--- src/rtl/c1ks_pkg.sv ---
// Package for the Crypto-1 keystream engine: command codes, filter tables,
// LFSR taps and the bit-step and byte-step functions.
// No dependencies.
package c1ks_pkg;

    localparam int STATE_W = 48;
    localparam int DATA_W  = 32;
    localparam int CNT_W   = 4;

    // Filter tables
    localparam logic [15:0] TAB_F4A = 16'h9E98;
    localparam logic [15:0] TAB_F4B = 16'hB48E;
    localparam logic [31:0] TAB_F5C = 32'hEC57_E80A;

    // Feedback taps 0,5,9,10,12,14,15,17,19,24,25,27,29,35,39,41,42,43
    localparam logic [STATE_W-1:0] FB_TAPS = 48'h0E88_2B0A_D621;

    localparam logic [CNT_W-1:0] BYTE_BITS = 4'd8;

    typedef enum logic [2:0] {
        CMD_LOAD  = 3'd0,
        CMD_BIT   = 3'd1,
        CMD_BYTE  = 3'd2,
        CMD_WORD  = 3'd3,
        CMD_CBYTE = 3'd4,
        CMD_CBITS = 3'd5
    } cmd_t;

    typedef struct packed {
        logic [STATE_W-1:0] st;
        logic [7:0]         ks;
    } step_t;

    // Four index bits, two apart, first one as the LSB
    function automatic logic [3:0] nib(input logic [STATE_W-1:0] s, input int first);
        nib = {s[first+6], s[first+4], s[first+2], s[first]};
    endfunction

    function automatic logic filter(input logic [STATE_W-1:0] s);
        logic [4:0] idx;
        idx[0] = TAB_F4B[nib(s, 9)];
        idx[1] = TAB_F4A[nib(s, 17)];
        idx[2] = TAB_F4A[nib(s, 25)];
        idx[3] = TAB_F4B[nib(s, 33)];
        idx[4] = TAB_F4A[nib(s, 41)];
        filter = TAB_F5C[idx];
    endfunction

    // Clock up to eight times; input bits LSB first, keystream bits unused beyond n
    function automatic step_t clock_bits(input logic [STATE_W-1:0] s,
                                         input logic [7:0]         din,
                                         input logic               fb,
                                         input logic [CNT_W-1:0]   n);
        step_t      r;
        logic       ks;
        logic       nb;
        r.st = s;
        r.ks = '0;
        for (int i = 0; i < 8; i++) begin
            if (CNT_W'(i) < n) begin
                ks = filter(r.st);
                nb = (^(r.st & FB_TAPS)) ^ din[i] ^ (fb & ks);
                r.ks[i] = ks;
                r.st = {nb, r.st[STATE_W-1:1]};
            end
        end
        clock_bits = r;
    endfunction

endpackage

--- src/rtl/c1ks_core.sv ---
// Crypto-1 command datapath: next LFSR state and result for one command.
// Purely combinational; depends on c1ks_pkg.
module c1ks_core (
    input  logic [c1ks_pkg::STATE_W-1:0] state_in,
    input  c1ks_pkg::cmd_t               command,
    input  logic [c1ks_pkg::DATA_W-1:0]  data_in,
    input  logic                         feedback,
    input  logic [c1ks_pkg::CNT_W-1:0]   bit_count,
    input  logic [c1ks_pkg::STATE_W-1:0] load_value,
    output logic [c1ks_pkg::STATE_W-1:0] state_out,
    output logic [c1ks_pkg::DATA_W-1:0]  data_out
);
    import c1ks_pkg::*;

    step_t            b3, b2, b1, b0;
    step_t            sb;
    logic [CNT_W-1:0] n_sat;
    logic             par;

    assign n_sat = (bit_count > BYTE_BITS) ? BYTE_BITS : bit_count;

    // Word: most significant byte first, chained through the state
    assign b3 = clock_bits(state_in, data_in[31:24], feedback, BYTE_BITS);
    assign b2 = clock_bits(b3.st,    data_in[23:16], feedback, BYTE_BITS);
    assign b1 = clock_bits(b2.st,    data_in[15:8],  feedback, BYTE_BITS);
    assign b0 = clock_bits(b1.st,    data_in[7:0],   feedback, BYTE_BITS);

    always_comb begin
        case (command)
            CMD_BIT:   sb = clock_bits(state_in, {7'd0, data_in[0]}, feedback, CNT_W'(1));
            CMD_BYTE:  sb = clock_bits(state_in, data_in[7:0], feedback, BYTE_BITS);
            CMD_CBYTE: sb = clock_bits(state_in, 8'd0, 1'b0, BYTE_BITS);
            CMD_CBITS: sb = clock_bits(state_in, 8'd0, 1'b0, n_sat);
            default:   sb = '{st: state_in, ks: 8'd0};
        endcase
    end

    // Parity keystream bit: filter of the stepped state, no clock
    assign par = filter(sb.st);

    always_comb begin
        case (command)
            CMD_LOAD: begin
                state_out = load_value;
                data_out  = '0;
            end
            CMD_BIT: begin
                state_out = sb.st;
                data_out  = {31'd0, sb.ks[0]};
            end
            CMD_BYTE: begin
                state_out = sb.st;
                data_out  = {24'd0, sb.ks};
            end
            CMD_WORD: begin
                state_out = b0.st;
                data_out  = {b3.ks, b2.ks, b1.ks, b0.ks};
            end
            CMD_CBYTE: begin
                state_out = sb.st;
                data_out  = {23'd0, par ^ data_in[8], sb.ks ^ data_in[7:0]};
            end
            CMD_CBITS: begin
                state_out = sb.st;
                data_out  = {24'd0, sb.ks ^ data_in[7:0]};
            end
            default: begin
                state_out = state_in;
                data_out  = '0;
            end
        endcase
    end

endmodule

--- src/rtl/crypto1_keystream_engine.sv ---
// Crypto-1 keystream engine top level: input register, LFSR state register,
// result register. Depends on c1ks_pkg and c1ks_core.
// An accepted command passes through the input register and then the result register,
// which holds it until m_tready; m_tvalid is driven by the result register.
// Throughput: one command per cycle while m_tready keeps the result side free; each
// command, up to a 32-bit word, is done combinationally by the unrolled LFSR steps of c1ks_core.
// Reset (aresetn low, synchronous) clears both valid flags and the LFSR state.
module crypto1_keystream_engine (
    input  logic        aclk,
    input  logic        aresetn,
    input  logic        s_tvalid,
    output logic        s_tready,
    input  logic [87:0] s_tdata,  // data_in[31:0], feedback[32], bit_count[36:33],
                                  // load_value[84:37], zero pad[87:85]
    input  logic [2:0]  s_tuser,  // command[2:0]
    output logic        m_tvalid,
    input  logic        m_tready,
    output logic [31:0] m_tdata   // data_out[31:0]
);
    import c1ks_pkg::*;

    logic                in_valid_reg;
    logic [2:0]          cmd_reg;
    logic [DATA_W-1:0]   data_reg;
    logic                fb_reg;
    logic [CNT_W-1:0]    cnt_reg;
    logic [STATE_W-1:0]  load_reg;

    logic [STATE_W-1:0]  state_reg, state_next;
    logic                out_valid_reg;
    logic [DATA_W-1:0]   out_data_reg, out_data_next;

    logic                out_free;
    logic                advance;
    logic                in_xfer;

    assign out_free = !out_valid_reg || m_tready;
    assign advance  = in_valid_reg && out_free;
    assign s_tready = !in_valid_reg || out_free;
    assign in_xfer  = s_tvalid && s_tready;

    c1ks_core u_core (
        .state_in   (state_reg),
        .command    (cmd_t'(cmd_reg)),
        .data_in    (data_reg),
        .feedback   (fb_reg),
        .bit_count  (cnt_reg),
        .load_value (load_reg),
        .state_out  (state_next),
        .data_out   (out_data_next)
    );

    always_ff @(posedge aclk) begin
        if (!aresetn) begin
            in_valid_reg <= 1'b0;
        end else if (s_tready) begin
            in_valid_reg <= s_tvalid;
        end
    end

    always_ff @(posedge aclk) begin
        if (in_xfer) begin
            cmd_reg  <= s_tuser;
            data_reg <= s_tdata[31:0];
            fb_reg   <= s_tdata[32];
            cnt_reg  <= s_tdata[36:33];
            load_reg <= s_tdata[84:37];
        end
    end

    always_ff @(posedge aclk) begin
        if (!aresetn) begin
            state_reg     <= '0;
            out_valid_reg <= 1'b0;
        end else begin
            if (advance) begin
                state_reg <= state_next;
            end
            if (out_free) begin
                out_valid_reg <= advance;
            end
        end
    end

    always_ff @(posedge aclk) begin
        if (advance) begin
            out_data_reg <= out_data_next;
        end
    end

    assign m_tvalid = out_valid_reg;
    assign m_tdata  = out_data_reg;

endmodule

--- config.mk ---
export PLATFORM = sky130hd
export DESIGN_NAME = crypto1_keystream_engine
export DESIGN_NICKNAME = d
export VERILOG_FILES = /design/src/rtl/c1ks_pkg.sv /design/src/rtl/c1ks_core.sv /design/src/rtl/crypto1_keystream_engine.sv
export SDC_FILE = /design/constraint.sdc
export NUM_CORES = 2
export LEC_CHECK = 0
export BUFFER_PORTS_ARGS = -buffer_cell sky130_fd_sc_hd__buf_4
export CAP_MARGIN = 40
export CORE_MARGIN = 2
export CORE_UTILIZATION = 53
export DETAILED_ROUTE_END_ITERATION = 7
export PLACE_DENSITY = 0.7
export SKIP_CTS_REPAIR_TIMING = 1
export SLEW_MARGIN = 20
export SYNTH_ARGS = -nofsm -noshare
export SYNTH_HDL_FRONTEND = slang
export SYNTH_HIERARCHICAL = 1
export SYNTH_SLANG_ARGS = --single-unit
--- constraint.sdc ---
create_clock -name aclk -period 26.2 [get_ports aclk]
set_clock_uncertainty 0.2 [all_clocks]
set_input_delay 1.31 -clock aclk [delete_from_list [all_inputs] [get_ports aclk]]
set_output_delay 1.31 -clock aclk [all_outputs]
set_load 0.01 [all_outputs]
==> results.ini <==
[final_layout]
seq_area_sq_um = 4604
multi_input_area_sq_um = 23590
drive_gt1_frac = 0.1169
layout.nets = 4375
fill_cells = 5337
syn_to_final_growth_pct = 9.293
finalInstanceArea_sq_um = 32730

[hold_path]
min_path_type = register to register

[clock_network]
clock-sinks = 170
cts_tree = yes
clock_path_buffers = 2
cts_root_buf = clkbuf_16
clock_latency_ns = 0.53
clk_pin_slew_ns = 0.08
cts_buffers = 17
h-tree-depth = 4

[setup_path]
path_delay_family = compound AO/OA/AOI/OAI gates
cp.arrival_ns = 25.36
slowest_stage = a2111oi_1
max_stage_delay_ns = 0.64
critPathLaunchType = register
cp.required_ns = 26.38
crit_top_cell = buf_4
path_buf_inv = 14
path_class = register to register
endpoint_kind = register
cp_max_fo = 23

[global_routing]
grt_usage = 0.4186
grt_overflow_total = 0
grt_max_degree = 85
grt_pass1_vias = 27800
grt_pass1_wl_microns = 181700
antenna_found_initial = 6

[die]
die_h_microns = 241.7
start_util = 0.5331
die-area_sq_um = 58410
io_pins = 129
coreArea_sq_um = 56170
fp.dieW_microns = 241.7
fp-row-count = 87

[routing]
met2_wirelength_microns = 52140
drtPass1Iterations = 8
wl_met1_microns = 47960
via_per_inst = 6.491
antenna_left = 0
drt_iter0_markers = 4752
dr_total_vias = 31180
drc = 0
routed_wl_microns = 126600
met3_wirelength_microns = 15050
top_layer = met5
wire_per_inst_microns = 26.36

[yosys]
netlist_area_sq_um = 29940
netlist.area_leader.share = 0.1340
async_flop_share = 0
synth_cell_type_count = 117
seq_area_frac_synth = 0.1538
synth.area.top_cells = xnor2_1, edfxtp_1, ha_1
synth_edf_count = 120
synth_flop_cell = edfxtp_1
syn_avg_cell_area_sq_um = 7.548
yosysWarningCount = 6
synthesis.nets = 4310
yosys.area.top_type = xnor2_1
ys_ff_latch = 170
synthCells = 3967

[timing]
fin_crit_ns = 25.18
tightest_slew_ns = 0.9514
rsz0062_at_grt = no
maxSlewViolCount = 0
hold_violations = 0
finalSetupTns_ns = 0
timing.final.crit_share = 0.9612
relSlewSlack = 0.3619
setup_viol = 0
fmax_mhz = 39.71

[placement]
hpwl_microns = 97200
placed_area_sq_um = 31970
numPortBuffers = 125
globalplace.congestion = 1.070

[run_status]
status = complete, no violations

[job]
max-cap-violations = 0

## per-layer routing
| layer | GRT usage | vias up |
|---|---|---|
| li1 | - | 14070 |
| met1 | 0.5261 | 14390 |
| met2 | 0.6147 | 2148 |
| met3 | 0.1026 | 554 |
| met4 | 0.3241 | 8 |
| met5 | 0 | - |
## cell usage after synthesis, types with 10 or more instances
cell type / number
mux2i_1: 253
inv_1: 167
clkbuf_1: 174
or2_2: 16
mux4_2: 10
edfxtp_1: 120
o21ai_0: 345
xor2_1: 82
o21ai_1: 20
nand2_1: 503
and2_1: 30
a221oi_1: 47
nand3b_1: 10
or3_1: 12
dfxtp_1: 50
buf_6: 11
a21o_1: 31
o211ai_1: 46
mux2_2: 38
a221o_1: 17
clkinv_1: 11
o221ai_1: 24
ha_1: 248
nor2_1: 343
o22ai_1: 25
buf_1: 34
a211oi_1: 67
xnor2_1: 458
buf_2: 11
nor2b_1: 26
nand2b_1: 31
nor3_1: 28
o21a_1: 24
o31ai_1: 17
a21oi_1: 338
and3_1: 17
a31oi_1: 34
a22oi_1: 21
buf_4: 14
nand3_1: 40
## path summary, 6_finish.rpt
| check | from | endpoint | slack (ns) | cells after the start |
|---|---|---|---|---|
| worst max-delay path | state_reg[41]$_SDFFE_PN0P_ | state_reg[47]$_SDFFE_PN0P_ | 1.02 | 93 |
| worst min-delay path | in_valid_reg$_SDFFE_PN0P_ | m_tvalid$_SDFFE_PN0P_ | 0.33 | 1 |
| worst max register to register | state_reg[41]$_SDFFE_PN0P_ | state_reg[47]$_SDFFE_PN0P_ | 1.02 | 93 |
| worst min register to register | in_valid_reg$_SDFFE_PN0P_ | m_tvalid$_SDFFE_PN0P_ | 0.33 | 1 |
## cells by family after synthesis
family	after synthesis	synth area share
adders and majority gates	250	0.1043
DFF	170	0.1538
xor gates and xnor gates	555	0.1684
buffers and inverters	433	0.06109
and+or+nand+nor	1100	0.1600
AOI/OAI and AO/OA	1139	0.2355
muxes	320	0.1169
## cell usage in the layout (no fill, tap or decap), types with 50 or more instances in the layout
cell,instances
edfxtp_1,120
o21ai_0,345
nand2_1,503
xnor2_1,457
dfxtp_1,50
mux2i_1,253
buf_4,279
a21oi_1,336
xor2_1,80
ha_1,248
nor2_1,337
inv_1,167
a211oi_1,67
## area by class of cell
type / count / share of cell area
Antenna cell: 2 / 0.0001529
Clock buffer: 17 / 0.01300
Inverter: 184 / 0.02133
Multi-Input combinational cell: 3364 / 0.7207
Tap cell: 756 / 0.02890
Sequential cell: 170 / 0.1407
Timing Repair Buffer: 295 / 0.06901
Clock inverter: 15 / 0.006194
## through the flow
| stage | std cells | hold slack (ns) | setup WS (ns) | utilization |
|---|---|---|---|---|
| after global placement | 4745 | 0.3081 | 1.766 | 0.5672 |
| final | 4803 | 0.3264 | 1.017 | 0.5826 |
| after detailed placement | 4759 | 0.3046 | 1.437 | 0.5692 |
| after floorplan | 3967 | 0.2335 | 4.371 | - |
| after global routing | 4801 | 0.3540 | 0.03418 | 0.5825 |
| after CTS | 4791 | 0.3320 | 1.327 | 0.5804 |
Power is left out: the tool's default activity adds up to more than one toggle a clock period on the data nets, which glitch-free logic cannot reach.
